**config.mk**
```make
export PLATFORM = sky130hd
export DESIGN_NAME = config_interface_register_block
export DESIGN_NICKNAME = d
export VERILOG_FILES = /design/src/cirb_pkg.sv /design/src/cirb_regs.sv /design/src/config_interface_register_block.sv
export SDC_FILE = /design/constraint.sdc
export NUM_CORES = 1
export LEC_CHECK = 0
export ABC_AREA = 1
export ABC_CLOCK_PERIOD_IN_PS = 3260
export BUFFER_PORTS_ARGS = -buffer_cell sky130_fd_sc_hd__buf_2
export CAP_MARGIN = 20
export CORE_AREA = 2 2 183 185
export CTS_CLUSTER_SIZE = 25
export DETAILED_ROUTE_END_ITERATION = 12
export DIE_AREA = 0 0 185 187
export HOLD_SLACK_MARGIN = 0.03
export PLACE_DENSITY = 0.73
export SYNTH_ARGS = -nofsm -noshare
export SYNTH_HDL_FRONTEND = slang
export SYNTH_SLANG_ARGS = --single-unit
```
**constraint.sdc**
```tcl
create_clock -name clk -period 3.26 [get_ports clk]
set_input_delay 0.163 -clock clk [delete_from_list [all_inputs] [get_ports clk]]
set_output_delay 0.163 -clock clk [all_outputs]
set_load 0.02 [all_outputs]
```
**src/cirb_pkg.sv**
```systemverilog
`default_nettype none
// ----------------------------------------------------------------------------
// Configuration interface register package
// Register word offsets, bit constants and the response type shared by the
// register file and the top level.
// ----------------------------------------------------------------------------
package cirb_pkg;

	localparam logic [5:0] OFS_CONTROL   = 6'd0;
	localparam logic [5:0] OFS_LOCK      = 6'd1;
	localparam logic [5:0] OFS_CONFIG    = 6'd2;
	localparam logic [5:0] OFS_INT_STS   = 6'd3;
	localparam logic [5:0] OFS_INT_MASK  = 6'd4;
	localparam logic [5:0] OFS_STATUS    = 6'd5;
	localparam logic [5:0] OFS_DMA_SRC   = 6'd6;
	localparam logic [5:0] OFS_DMA_DST   = 6'd7;
	localparam logic [5:0] OFS_SRC_LEN   = 6'd8;
	localparam logic [5:0] OFS_DST_LEN   = 6'd9;
	localparam logic [5:0] OFS_SW_ID     = 6'd12;
	localparam logic [5:0] OFS_UNLOCK    = 6'd13;
	localparam logic [5:0] OFS_MISC_CTRL = 6'd32;

	localparam logic [31:0] UNLOCK_KEY   = 32'h757B_DF0D;
	localparam logic [31:0] CFG_RESET    = 32'h0000_050B;
	localparam logic [31:0] CFG_RSVD     = 32'hFFFF_F00F;
	localparam logic [31:0] ISTS_RSVD    = 32'h0708_0780;
	localparam logic [31:0] CTRL_RSVD    = 32'h107F_E000;
	localparam logic [31:0] CTRL_RESET   = 32'h0C00_6000;
	localparam logic [31:0] CTRL_UNLOCK  = 32'h0800_0E00;
	localparam logic [31:0] ISTS_RESET   = 32'h8802_0000;
	localparam logic [31:0] ISTS_DONE    = 32'h0000_3000;
	localparam logic [31:0] STATUS_VALUE = 32'h4000_0820;
	localparam logic [31:0] MCTRL_FIXED  = 32'h2080_0008;

	localparam int unsigned NUM_LOCKS = 5;
	localparam logic [31:0] LOCK_MASKS [NUM_LOCKS] = '{
		32'h0000_007F, 32'h0000_0080, 32'h0000_0100, 32'h0000_0E00, 32'h0000_1000
	};

	typedef struct packed {
		logic [31:0] read_data;
		logic        irq_level;
		logic        dma_issue;
		logic [31:0] dma_src_address;
		logic [31:0] dma_dst_address;
		logic [28:0] dma_src_bytes;
		logic [28:0] dma_dst_bytes;
		logic        dma_loopback;
	} rsp_t;

endpackage
`default_nettype wire

```
**src/cirb_regs.sv**
```systemverilog
`default_nettype none
// ----------------------------------------------------------------------------
// Configuration interface register file
// Holds the register state, applies one request per cycle and forms the
// combinational response from the state after that request.
// ----------------------------------------------------------------------------
module cirb_regs (
	input  wire logic         clk,
	input  wire logic         arst_n,
	input  wire logic         req_valid,
	input  wire logic         mode,
	input  wire logic [5:0]   word_offset,
	input  wire logic [31:0]  write_data,
	output cirb_pkg::rsp_t    rsp
);
	import cirb_pkg::*;

	logic [31:0] control_q, config_q, int_status_q, int_mask_q;
	logic [31:0] dma_source_q, dma_dest_q, software_id_q, unlock_q;
	logic [26:0] source_words_q, dest_words_q;
	logic [4:0]  lock_q;
	logic        loopback_q, access_q;

	logic [31:0] control_d, config_d, int_status_d, int_mask_d;
	logic [31:0] dma_source_d, dma_dest_d, software_id_d, unlock_d;
	logic [26:0] source_words_d, dest_words_d;
	logic [4:0]  lock_d;
	logic        loopback_d, access_d;
	logic [31:0] fixed_ctrl, rd;
	logic        issue, wr, rd_en;

	always_comb begin
		fixed_ctrl = CTRL_RSVD;
		for (int i = 0; i < NUM_LOCKS; i++) begin
			if (lock_q[i]) begin
				fixed_ctrl = fixed_ctrl | LOCK_MASKS[i];
			end
		end
	end

	always_comb begin
		control_d      = control_q;
		config_d       = config_q;
		int_status_d   = int_status_q;
		int_mask_d     = int_mask_q;
		dma_source_d   = dma_source_q;
		dma_dest_d     = dma_dest_q;
		software_id_d  = software_id_q;
		unlock_d       = unlock_q;
		source_words_d = source_words_q;
		dest_words_d   = dest_words_q;
		lock_d         = lock_q;
		loopback_d     = loopback_q;
		access_d       = access_q;
		issue          = 1'b0;
		wr             = req_valid & access_q & mode;
		rd_en          = req_valid & access_q & ~mode;
		rd             = '0;

		if (rd_en) begin
			unique case (word_offset)
				OFS_CONTROL:   rd = control_q;
				OFS_LOCK:      rd = {27'd0, lock_q};
				OFS_CONFIG:    rd = config_q;
				OFS_INT_STS:   rd = int_status_q;
				OFS_INT_MASK:  rd = int_mask_q;
				OFS_STATUS:    rd = STATUS_VALUE;
				OFS_DMA_SRC:   rd = dma_source_q;
				OFS_DMA_DST:   rd = dma_dest_q;
				OFS_SRC_LEN:   rd = {5'd0, source_words_q};
				OFS_DST_LEN:   rd = {5'd0, dest_words_q};
				OFS_SW_ID:     rd = software_id_q;
				OFS_UNLOCK:    rd = unlock_q;
				OFS_MISC_CTRL: rd = MCTRL_FIXED | {27'd0, loopback_q, 4'd0};
				default:       rd = '0;
			endcase
		end

		if (wr) begin
			unique case (word_offset)
				OFS_CONTROL:   control_d = (write_data & ~fixed_ctrl) | (control_q & fixed_ctrl);
				OFS_LOCK:      lock_d = lock_q | write_data[4:0];
				OFS_CONFIG:    config_d = (write_data & ~CFG_RSVD) | (config_q & CFG_RSVD);
				OFS_INT_STS:   int_status_d = int_status_q & ~(write_data & ~ISTS_RSVD);
				OFS_INT_MASK:  int_mask_d = (write_data & ~ISTS_RSVD) | (int_mask_q & ISTS_RSVD);
				OFS_DMA_SRC:   dma_source_d = write_data;
				OFS_DMA_DST:   dma_dest_d = write_data;
				OFS_SRC_LEN:   source_words_d = write_data[26:0];
				OFS_DST_LEN: begin
					dest_words_d = write_data[26:0];
					issue        = 1'b1;
					int_status_d = int_status_q | ISTS_DONE;
				end
				OFS_SW_ID:     software_id_d = write_data;
				OFS_UNLOCK: begin
					unlock_d = write_data;
					if (write_data == UNLOCK_KEY) begin
						control_d = control_q | CTRL_UNLOCK;
					end else begin
						control_d = control_q & ~CTRL_UNLOCK;
						access_d  = 1'b0;
					end
				end
				OFS_MISC_CTRL: loopback_d = write_data[4];
				default: ;
			endcase
		end

		rsp.read_data       = rd;
		rsp.irq_level       = |(~int_mask_d & int_status_d);
		rsp.dma_issue       = issue;
		rsp.dma_src_address = issue ? {dma_source_d[31:2], 2'b00} : '0;
		rsp.dma_dst_address = issue ? {dma_dest_d[31:2], 2'b00} : '0;
		rsp.dma_src_bytes   = issue ? {source_words_d, 2'b00} : '0;
		rsp.dma_dst_bytes   = issue ? {dest_words_d, 2'b00} : '0;
		rsp.dma_loopback    = issue & loopback_d;
	end

	always_ff @(posedge clk or negedge arst_n) begin
		if (!arst_n) begin
			control_q      <= CTRL_RESET;
			lock_q         <= '0;
			config_q       <= CFG_RESET;
			int_status_q   <= ISTS_RESET;
			int_mask_q     <= '1;
			dma_source_q   <= '0;
			dma_dest_q     <= '0;
			source_words_q <= '0;
			dest_words_q   <= '0;
			software_id_q  <= '0;
			unlock_q       <= '0;
			loopback_q     <= 1'b0;
			access_q       <= 1'b1;
		end else begin
			control_q      <= control_d;
			lock_q         <= lock_d;
			config_q       <= config_d;
			int_status_q   <= int_status_d;
			int_mask_q     <= int_mask_d;
			dma_source_q   <= dma_source_d;
			dma_dest_q     <= dma_dest_d;
			source_words_q <= source_words_d;
			dest_words_q   <= dest_words_d;
			software_id_q  <= software_id_d;
			unlock_q       <= unlock_d;
			loopback_q     <= loopback_d;
			access_q       <= access_d;
		end
	end

endmodule
`default_nettype wire

```
**src/config_interface_register_block.sv**
```systemverilog
`default_nettype none
// ----------------------------------------------------------------------------
// Configuration interface register block
// Bus register interface with lock, interrupt, unlock and DMA descriptor logic.
//
// A request is taken at each clock edge where start is high and busy is low.
// busy is always low, so one request can be given every cycle. Each request
// carries mode (0 read, 1 write), word_offset and write_data.
// The request is registered and applied to the register file at the next
// clock edge, where its response is registered as well. done is high for one
// cycle starting at that edge, together with the registered response, which
// carries read_data, irq_level and the DMA descriptor fields. Responses come
// back in request order, one per cycle.
// The receiver cannot stall; it must take each response in its done cycle.
// A write to the destination length register raises dma_issue with the
// descriptor; otherwise the descriptor fields are zero.
// The asynchronous reset returns the register file to its reset values and
// clears any request in flight. A bad unlock word blocks access until reset.
// ----------------------------------------------------------------------------
module config_interface_register_block (
	input  wire logic        clk,
	input  wire logic        arst_n,
	input  wire logic        start,
	output logic             busy,
	input  wire logic        mode,
	input  wire logic [5:0]  word_offset,
	input  wire logic [31:0] write_data,
	output logic             done,
	output logic [31:0]      read_data,
	output logic             irq_level,
	output logic             dma_issue,
	output logic [31:0]      dma_src_address,
	output logic [31:0]      dma_dst_address,
	output logic [28:0]      dma_src_bytes,
	output logic [28:0]      dma_dst_bytes,
	output logic             dma_loopback
);
	import cirb_pkg::*;

	logic        req_valid_s1;
	logic        mode_s1;
	logic [5:0]  word_offset_s1;
	logic [31:0] write_data_s1;
	logic        done_q;
	rsp_t        rsp, rsp_q;

	assign busy = 1'b0;

	always_ff @(posedge clk or negedge arst_n) begin
		if (!arst_n) begin
			req_valid_s1 <= 1'b0;
			done_q       <= 1'b0;
		end else begin
			req_valid_s1 <= start & ~busy;
			done_q       <= req_valid_s1;
		end
	end

	always_ff @(posedge clk) begin
		mode_s1        <= mode;
		word_offset_s1 <= word_offset;
		write_data_s1  <= write_data;
		rsp_q          <= rsp;
	end

	cirb_regs u_regs (
		.clk         (clk),
		.arst_n      (arst_n),
		.req_valid   (req_valid_s1),
		.mode        (mode_s1),
		.word_offset (word_offset_s1),
		.write_data  (write_data_s1),
		.rsp         (rsp)
	);

	assign done            = done_q;
	assign read_data       = rsp_q.read_data;
	assign irq_level       = rsp_q.irq_level;
	assign dma_issue       = rsp_q.dma_issue;
	assign dma_src_address = rsp_q.dma_src_address;
	assign dma_dst_address = rsp_q.dma_dst_address;
	assign dma_src_bytes   = rsp_q.dma_src_bytes;
	assign dma_dst_bytes   = rsp_q.dma_dst_bytes;
	assign dma_loopback    = rsp_q.dma_loopback;

endmodule
`default_nettype wire

```
### After elaboration in Yosys (flattened, before gate mapping)

Index checks and enable logic that the tools add are counted.
W data, S select, Z words.

* register bits: 515
* latch bits: 0
* RAM bits: 0
* memory bits (read-only): 0
* bits of input ports: 42
* output and inout port bits: 159
* word-level logic and storage cells: 100
* memories kept: 0

* add/subtract/negate cells: 0
* multipliers: 0
* divide/modulo/power cells: 0
* order comparisons: 0
* eq/ne operators: 13
* shift operators: 0
* muxes and demuxes: 24
* bitwise operators: 18
* reductions and logical operators: 12

Operators with widths (number)
* $pmux W32 S13: 1
* $mux W32: 7
* $and A32 B32 Y32: 4
* $pmux W32 S2: 2
* $mux W27: 4
* $not A32 Y32: 3
* $eq A32 B31 Y1 const B: 1
* $or A12 B32 Y32: 1
* $or A32 B27 Y32: 1
* $or A32 B32 Y32: 1
* $reduce_or A32 Y1: 1
* $mux W28: 1
* $eq A6 B3 Y1 const B: 4
* $eq A6 B4 Y1 const B: 4
* $reduce_and A2 Y1: 7
* $mux W13: 1
* $eq A6 B2 Y1 const B: 2
* $mux W12: 1
* $mux W9: 1
* $mux W8: 1
* $mux W7: 1
* $eq A6 B1 Y1 const B: 1
* $eq A6 B6 Y1 const B: 1
* $logic_not A6 Y1: 1
* 6 further kinds: 15

### Logic depth before layout (Yosys ltp)

Gate-level depths: netlist of run 1.

* depth in word-level cells: 9
* depth in mapped cells: 13
* depth with buffers taken out: 12

### Cells and area by module

Synthesis of run 1 repeated with hierarchy kept, for this count alone.

* cells, all modules: 1923
* area, all modules: 17397.9 sq um

Modules (own cells, without submodules)
* cirb_regs: instances 1, cells each 1723, area each 13412.9 sq um, seq. area each 6696.4 sq um
* config_interface_register_block: instances 1, cells each 200, area each 3985.1 sq um, seq. area each 3973.8 sq um

### Worst setup path after synthesis of run 1

No wires, ideal clock.

* path type: register to register
* start: reg u_regs.access_q
* end: reg u_regs.dest_words_q[11]
* library setup time: 0.135 ns
* data arrival time: 1.596 ns
* data required time: 3.125 ns
* path slack: 1.529 ns
* stages on the path, launching flop included: 10
* clock period less this slack: 1.731 ns
* cells stage by stage: dfstp_2 nand2_2 nor2_4 inv_4 nor2_4 inv_2 buf_2 clkbuf_1 nand2_1 o21ai_0

* cells in the longest elaborated chain, start to end: 3

RTL lines
* start: declaration: RTL line cirb_regs.sv:22 `logic loopback_q, access_q;`
* start signal: assignment: RTL line cirb_regs.sv:147 `access_q <= access_d;`
* $and A1 B1 Y1 (2 in series): RTL line cirb_regs.sv:56 `wr = req_valid & access_q & mode;`
* $mux W27: RTL line cirb_regs.sv:79 `if (wr) begin`
* via u_regs.dest_words_d[11]: RTL line cirb_regs.sv:26 `logic [26:0] source_words_d, dest_words_d;`
* end signal: assignment: RTL line cirb_regs.sv:143 `dest_words_q <= dest_words_d;`
* end: declaration: RTL line cirb_regs.sv:20 `logic [26:0] source_words_q, dest_words_q;`

The timed path passes the listed nets, and every way through them passes these cells.
A chain may end at the register's enable or synchronous reset.

### Final worst setup path of run 1

* start: reg word_offset_s1[1]
* end: reg u_regs.control_q[10]

* cells in the longest elaborated chain, start to end: 3

RTL lines
* start: declaration: RTL line config_interface_register_block.sv:42 `logic [5:0] word_offset_s1;`
* start signal: assignment: RTL line config_interface_register_block.sv:61 `word_offset_s1 <= word_offset;`
* $eq A6 B4 Y1 or $logic_not A6 Y1 (tied branches): RTL line cirb_regs.sv:80 `unique case (word_offset)`
* $reduce_bool A2 Y1 (no source line)
* $reduce_and A2 Y1 (no source line)
* end signal: assignment: RTL line cirb_regs.sv:135 `control_q <= control_d;`
* end: declaration: RTL line cirb_regs.sv:18 `logic [31:0] control_q, config_q, int_status_q, int_mask_q;`

Parallel ways exist; a longest one is shown, timed or not. The select of a mux whose other input is x is not followed.

==> results of run 1 <==
-- where the power goes --
group	total, mW	switching [mW]	internal, mW
Combinational	0.247	0.170	0.0763
Sequential	5.71	0.0543	5.65
Clock	5.18	2.25	2.93
Total	11.1	2.48	8.66
-- cells in the final DEF, fill, tap and decap left out, types with 16 or more instances in the layout --
master and n:
nand4_1 22, a21oi_1 94, dfrtp_1 236, nor2_1 141, inv_1 161, or2_2 19, a22oi_1 16, nand3_1 54
a211oi_1 19, o21ai_1 36, o21ai_0 118, buf_2 190, buf_4 34, dfstp_2 32, dfxtp_1 188, nand2_1 569
clkbuf_16 46, dlygate4sd3_1 41
-- layout make-up --
cell class	instances	area share
clock buffers	62	0.0626
flip-flops and latches	456	0.518
well taps	448	0.0276
repair buffers	270	0.0843
clock inverters	22	0.0102
multi-input cells	1187	0.266
inverters	170	0.0316
-- critical path: stages (launching register included) --
cell and delay (ns):
dfxtp_1 0.41, inv_1 0.11, nand2_1 0.11, nor2_1 0.06, nand2_2 0.22, clkinv_1 0.37, buf_4 0.33, o211ai_1 0.46
inv_1 0.15, nand2_1 0.11, nand2_1 0.05
-- cells in the mapped netlist (2+ instances only) --
cell type  number  area (um2)
nand3_1        54         270
inv_2           7        26.3
o21bai_1        6        45.0
o21ai_0       118         591
o211ai_1       12        90.1
o21ai_1        36         180
o2111ai_1       2        17.5
a41oi_1         3        26.3
dfxtp_1       188        3760
buf_2          30         150
mux2_2          2        22.5
nand3_2         2        20.0
a211oi_1       19         143
a22oi_1        16         120
dfrtp_1       236        5910
clkbuf_1       45         169
a221oi_1        3        26.3
or2_2          19         119
nor2_4          6        67.6
dfstp_2        32         841
o22ai_1        15        93.8
nand4_1        22         138
nor2_2          9        56.3
nor2_1        141         529
buf_4          14         105
buf_6           2        22.5
inv_1         161         604
a31oi_1        13        81.3
nand2_2         4        25.0
nor3_1          4        20.0
nor4_1          4        25.0
o221ai_1        2        17.5
buf_1           4        15.0
a21oi_1        94         470
nand2_1       569        2140
-- flip-flops by register name, summed over array words and instances, names as in the netlist, 21 cells and up --
name and count:
u_regs.dma_source_q 32, dma_dst_bytes 27, u_regs.source_words_q 27, u_regs.int_status_q 24
u_regs.control_q 21, u_regs.dest_words_q 27, write_data_s1 32, dma_src_bytes 27
u_regs.dma_dest_q 32, u_regs.int_mask_q 24, dma_dst_address 30, read_data 32
u_regs.software_id_q 32, dma_src_address 30, u_regs.unlock_q 32
-- cell families after synthesis --
group / count (synthesis) / synth area share
muxes: 2 / 0.00133
AOI/OAI and AO/OA: 340 / 0.112
other: 1 / 0.000221
buffers and inverters: 266 / 0.0652
DFF: 456 / 0.619
and+or+nand+nor: 836 / 0.202
-- metal layers --
layer	vias up	global-route usage
li1	6530	-
met1	6746	0.419
met2	706	0.444
met3	107	0.0557
met4	0	0.0989
met5	-	0
-- how the worst min path moves through the flow --
stage / from / end / slack (ns) / cells past startpoint
3_5_place_dp: arst_n / u_regs.dest_words_q[7] / 0.23 / 1
5_1_grt: write_data[13] / write_data_s1[13] / 0.22 / 2
4_1_cts: write_data[17] / write_data_s1[17] / 0.21 / 2
6_report: arst_n / u_regs.dest_words_q[7] / 0.20 / 2
3_3_place_gp: arst_n / u_regs.dest_words_q[7] / 0.24 / 1
2_1_floorplan: arst_n / done / -0.13 / 0
-- through the flow --
stage          utilization  instances  total power [mW]
6_report             0.618       2615              11.1
5_1_grt              0.618       2615              11.5
4_1_cts              0.618       2615              11.2
3_5_place_dp         0.560       2490              6.02
3_3_place_gp         0.560       2490              6.02
2_1_floorplan            -       1909              5.86
-- timing repair --
| action | 4_1_cts | 5_1_grt |
|---|---|---|
| hold endpoints to repair | 114 | 0 |
| endpoints found under the setup margin | 0 | 0 |
| hold buffers | 41 | 0 |
==> impl_metrics.yaml, run 1 <==
synthesis:
  async_flop_share: 0.588
  ys_ff_latch: 456
  synth_flop_cell: "dfrtp_1"
  synth_warnings: 0
  ys_types: 42
  syn-cell-area_um2: 17000
  yosysSeqAreaShare: 0.619
  synth_area_per_cell_um2: 8.94
  synth_edf_count: 0
  synthCells: 1901
worst_setup_path:
  crit_end: "u_regs.control_q[10]"
  worstPathArrival_ns: 2.94
  critPathKind: "flip-flop to flip-flop"
  rrSetupSlack_ns: 0.77
  cp-start-kind: "flip-flop"
  reg2reg_to: "u_regs.control_q[10]"
  r2r_start: "word_offset_s1[1]"
  crit_path_end_kind: "flip-flop"
  crit_required_ns: 3.71
  crit_fanout: 11
  startpoint: "word_offset_s1[1]"
  reg2regPathDepth: 10
timing:
  finalCritPeriodShare: 0.764
  period_needed_ns: 2.49
  finalSetupViolations: 0
  worstMarginPinSlew_ns: 0.992
  tns_ns: 0
  final-max-slew-violation-count: 0
  finalWorstSetupSlack_ns: 0.771
  relSlewSlack: 0.339
  rsz0062_at_grt: "no"
  hold_viol: 0
  skew_ns: 0.0231
  fmax_mhz: 402
  whs_ns: 0.199
die:
  rows: 67
  coreArea_um2: 32900
  die_y_um: 187
  start_util: 0.517
  io_pins: 201
  die_x_um: 185
  dieArea_um2: 34600
route:
  routed_wl_um: 50000
  met3_length_um: 4650
  avgRoutedWirePerCell_um: 19.1
  final_antenna_net_count: 0
  highest_layer: "met4"
  met1_length_um: 21300
  drt-vias-per-instance: 5.39
  drt-pass1-iter-count: 8
  vias: 14089
  drtIter0Drc: 1403
  drc_errors: 0
  route.met2.wl_um: 22500
min_path:
  min_path_type: "primary input to asynchronous set/reset pin"
pwr:
  power.density_nw_per_um2: 548
  max-vdd-ir-drop_v: 0.000413
  total_leakage_power_nw: 9.89
cts:
  cts_root_buf: "clkbuf_16"
  htreeDepth: 2
  post_cts_resized: 0
  clk_pin_slew_ns: 0.06
  cts_buffers: 45
  tritoncts: "done"
  post_cts_buffers: 0
  max-clock-path-buffers: 3
  cts.sinks: 456
  insertion_delay_ns: 0.57
finish:
  nets: 2172
  drive_above_1_share: 0.178
  multiInputGateArea_um2: 5400
  final_cell_area_um2: 20300
  register_area_um2: 10500
  fillers: 2852
  area_growth_pct: 19.5
  diodes: 0
global_routing:
  track_usage: 0.291
  grt_start_max_net_pins: 90
  overflow: 0
  antenna_found_initial: 0
  grt_pass1_vias: 13769
  grt_pass1_wl_um: 77500
place:
  place_area_um2: 18400
  place_ws_ns: 0.857
  io_buffer_count: 191
  place.gp.congestion: 0.935
  dp_hpwl_um: 32400
status:
  status: "complete, no violations"
flow_run:
  cap_violations: 0
Power figures use the tool's default switching activity.
==> run 2: changes to the inputs <==
- ABC_AREA: 1 -> 0
- ABC_CLOCK_PERIOD_IN_PS: 3260 -> 2500
- CORE_AREA: 2 2 183 185 -> 2 2 181 183
- DIE_AREA: 0 0 185 187 -> 0 0 183 185
- clock period: 3.26 -> 2.5 ns (I/O delays scaled with it)
==> run 2 against run 1 <==
  * Via count decreased by 14%
  * Power increased by 33%
  * Clock power increased by 36%
  * Sequential power increased by 30%
  * Final area increased by 1.4%
  * Final cell count decreased by 20%
  * Critical path type unchanged
  * Worst setup slack got worse by 0.66 ns
  * Clock-buffer cell count increased by 5
  * Largest power group unchanged
  * Non-clock buffer count increased by 51
  * Sequential share of layout area decreased by 0.72 points
  * Largest cell class unchanged
  * Die area decreased by 2.1%
  * Highest routed layer unchanged
  * Combinational power increased by 56%
==> impl_metrics.yaml, run 2 <==
timing:
  worstMarginPinSlew_ns: 0.928
  relSlewSlack: 0.373
  finalSetupViolations: 0
  fmax_mhz: 418
  whs_ns: 0.205
  final-max-slew-violation-count: 0
  tns_ns: 0
  hold_viol: 0
  skew_ns: 0.0187
  period_needed_ns: 2.39
  rsz0062_at_grt: "no"
  finalCritPeriodShare: 0.956
status:
  status: "complete, no violations"
pwr:
  clock_power_share: 0.474
  total_leakage_power_nw: 10.2
  internal-power_mw: 11.7
  power.density_nw_per_um2: 721
  seqPwrFrac: 0.500
  comb_power_share: 0.026
  max-vdd-ir-drop_v: 0.000493
  finalPower_mw: 14.8
  power.net_switching_mw: 3.17
  switching_share: 0.214
die:
  die_x_um: 183
  die_y_um: 185
  dieArea_um2: 33900
  io_pins: 201
  rows: 66
  start_util: 0.524
  coreArea_um2: 32000
global_routing:
  grt_pass1_wl_um: 74900
  overflow: 0
  antenna_found_initial: 0
  grt_pass1_vias: 12592
  grt_start_max_net_pins: 108
  track_usage: 0.293
synthesis:
  synth_flop_cell: "dfrtp_1"
  syn-cell-area_um2: 16800
  synthCells: 1361
  yosysTopAreaCellShare: 0.352
  synth.most_common_cell: "dfrtp_1"
  synth_area_per_cell_um2: 12.3
  async_flop_share: 0.588
  synth_warnings: 0
  synth_common_cells: "dfrtp_1, dfxtp_1, mux2_2, nand2_1, and2_1"
  synth.area.top_cells: "dfrtp_1, dfxtp_1, mux2_2"
  yosysSeqAreaShare: 0.626
  yosys.area.top_type: "dfrtp_1"
  ys_ff_latch: 456
  ys_types: 59
  synth_edf_count: 0
finish:
  layout_commonest_cell: "dfrtp_1"
  nets: 1676
  area_growth_pct: 22.7
  layout_common_cells: "dfrtp_1, buf_2, dfxtp_1, mux2_2, nand2_1"
  drive_above_1_share: 0.342
  fillers: 2461
  diodes: 0
worst_setup_path:
  crit_cells: 4
  crit_required_ns: 2.97
  critical-path-slowest-cell: "nor4bb_1"
  critPathKind: "flip-flop to flip-flop"
  rrSetupSlack_ns: 0.11
  cp-start-kind: "flip-flop"
  crit_chain: "nor4bb_1, nand4_1, or3_1, a31oi_1"
  crit_family: "simple AND/OR/NAND/NOR gates"
  crit_path_end_kind: "flip-flop"
  worstPathArrival_ns: 2.86
  max_stage_delay_ns: 0.85
  reg2regPathDepth: 4
  critPathBufInv: 0
  crit_fanout: 9
route:
  final_antenna_net_count: 0
  drtIter0Drc: 1066
  routed_wl_um: 48800
  drc_errors: 0
  vias: 12182
  drt-pass1-iter-count: 7
  avgRoutedWirePerCell_um: 23.4
  drt-vias-per-instance: 5.86
cts:
  max-clock-path-buffers: 3
  post_cts_buffers: 0
  insertion_delay_ns: 0.55
  cts_buffers: 45
  cts.sinks: 456
  tritoncts: "done"
  clk_pin_slew_ns: 0.06
  cts_root_buf: "clkbuf_16"
  htreeDepth: 2
min_path:
  min_path_type: "primary input to flip-flop"
  whs_path_depth: 2
flow_run:
  cap_violations: 0
place:
  dp_hpwl_um: 32700
  place.gp.congestion: 0.893
  io_buffer_count: 191
run 2: what timing repair did:
item                                    4_1_cts  5_1_grt
gates resized for setup                       1        3
endpoints found under the hold margin       280        0
endpoints found under the setup margin        1        1
pin swaps                                     0        3
hold buffers                                 42        0
run 2: cells by family (layout without fill, tap and decap cells):
group / after synthesis / count (layout) / synth area share
flops: 456 / 456 / 0.626
simple gates: 353 / 353 / 0.112
compound gates: 252 / 252 / 0.111
mux: 179 / 179 / 0.120
buf+inv: 120 / 422 / 0.0309
other cells: 1 / 9 / 0.000223
run 2: per-layer routing:
layer,vias to the layer above,global-route usage,wire length (um)
met3,112,0.0513,3690
met5,-,0,0
li1,5349,-,-
met1,6121,0.394,20400
met2,600,0.479,23100
met4,0,0.107,1560
run 2: final cells by class:
cell class              count  area [um2]  share of cell area
multi-input cells         793        5830               0.283
repair buffers            321        2100               0.102
flip-flops and latches    456       10500               0.510
clock buffers              67        1420              0.0687
well taps                 408         510              0.0248
inverters                  17        63.8             0.00310
clock inverters            17         166             0.00808
run 2: path summary, 6_finish.rpt:
check,end,start
max reg2reg,u_regs.control_q[11],write_data_s1[13]
min reg2reg,done,req_valid_s1
max,u_regs.control_q[11],write_data_s1[13]
min,write_data_s1[30],write_data[30]
min in group asynchronous,u_regs.source_words_q[8],arst_n
max in group asynchronous,u_regs.dest_words_q[7],arst_n
run 2: metrics by stage:
stage / utilization / cell area, um2 / std cells / setup slack [ns]
3_5_place_dp: 0.580 / 18600 / 1953 / -0.0221
2_1_floorplan: - / 16800 / 1369 / 0.295
4_1_cts: 0.642 / 20600 / 2079 / 0.0140
6_report: 0.643 / 20600 / 2079 / 0.110
5_1_grt: 0.643 / 20600 / 2079 / 0.0152
3_3_place_gp: 0.580 / 18600 / 1953 / 0.0709
run 2: power groups by stage:
stage / combinational, mW / sequential [mW] / clock (mW)
4_1_cts: 0.388 / 7.42 / 7.12
6_report: 0.386 / 7.42 / 7.04
3_5_place_dp: 0.335 / 7.57 / 0
3_3_place_gp: 0.332 / 7.57 / 0
2_1_floorplan: 0.125 / 7.54 / 0
5_1_grt: 0.421 / 7.42 / 7.45
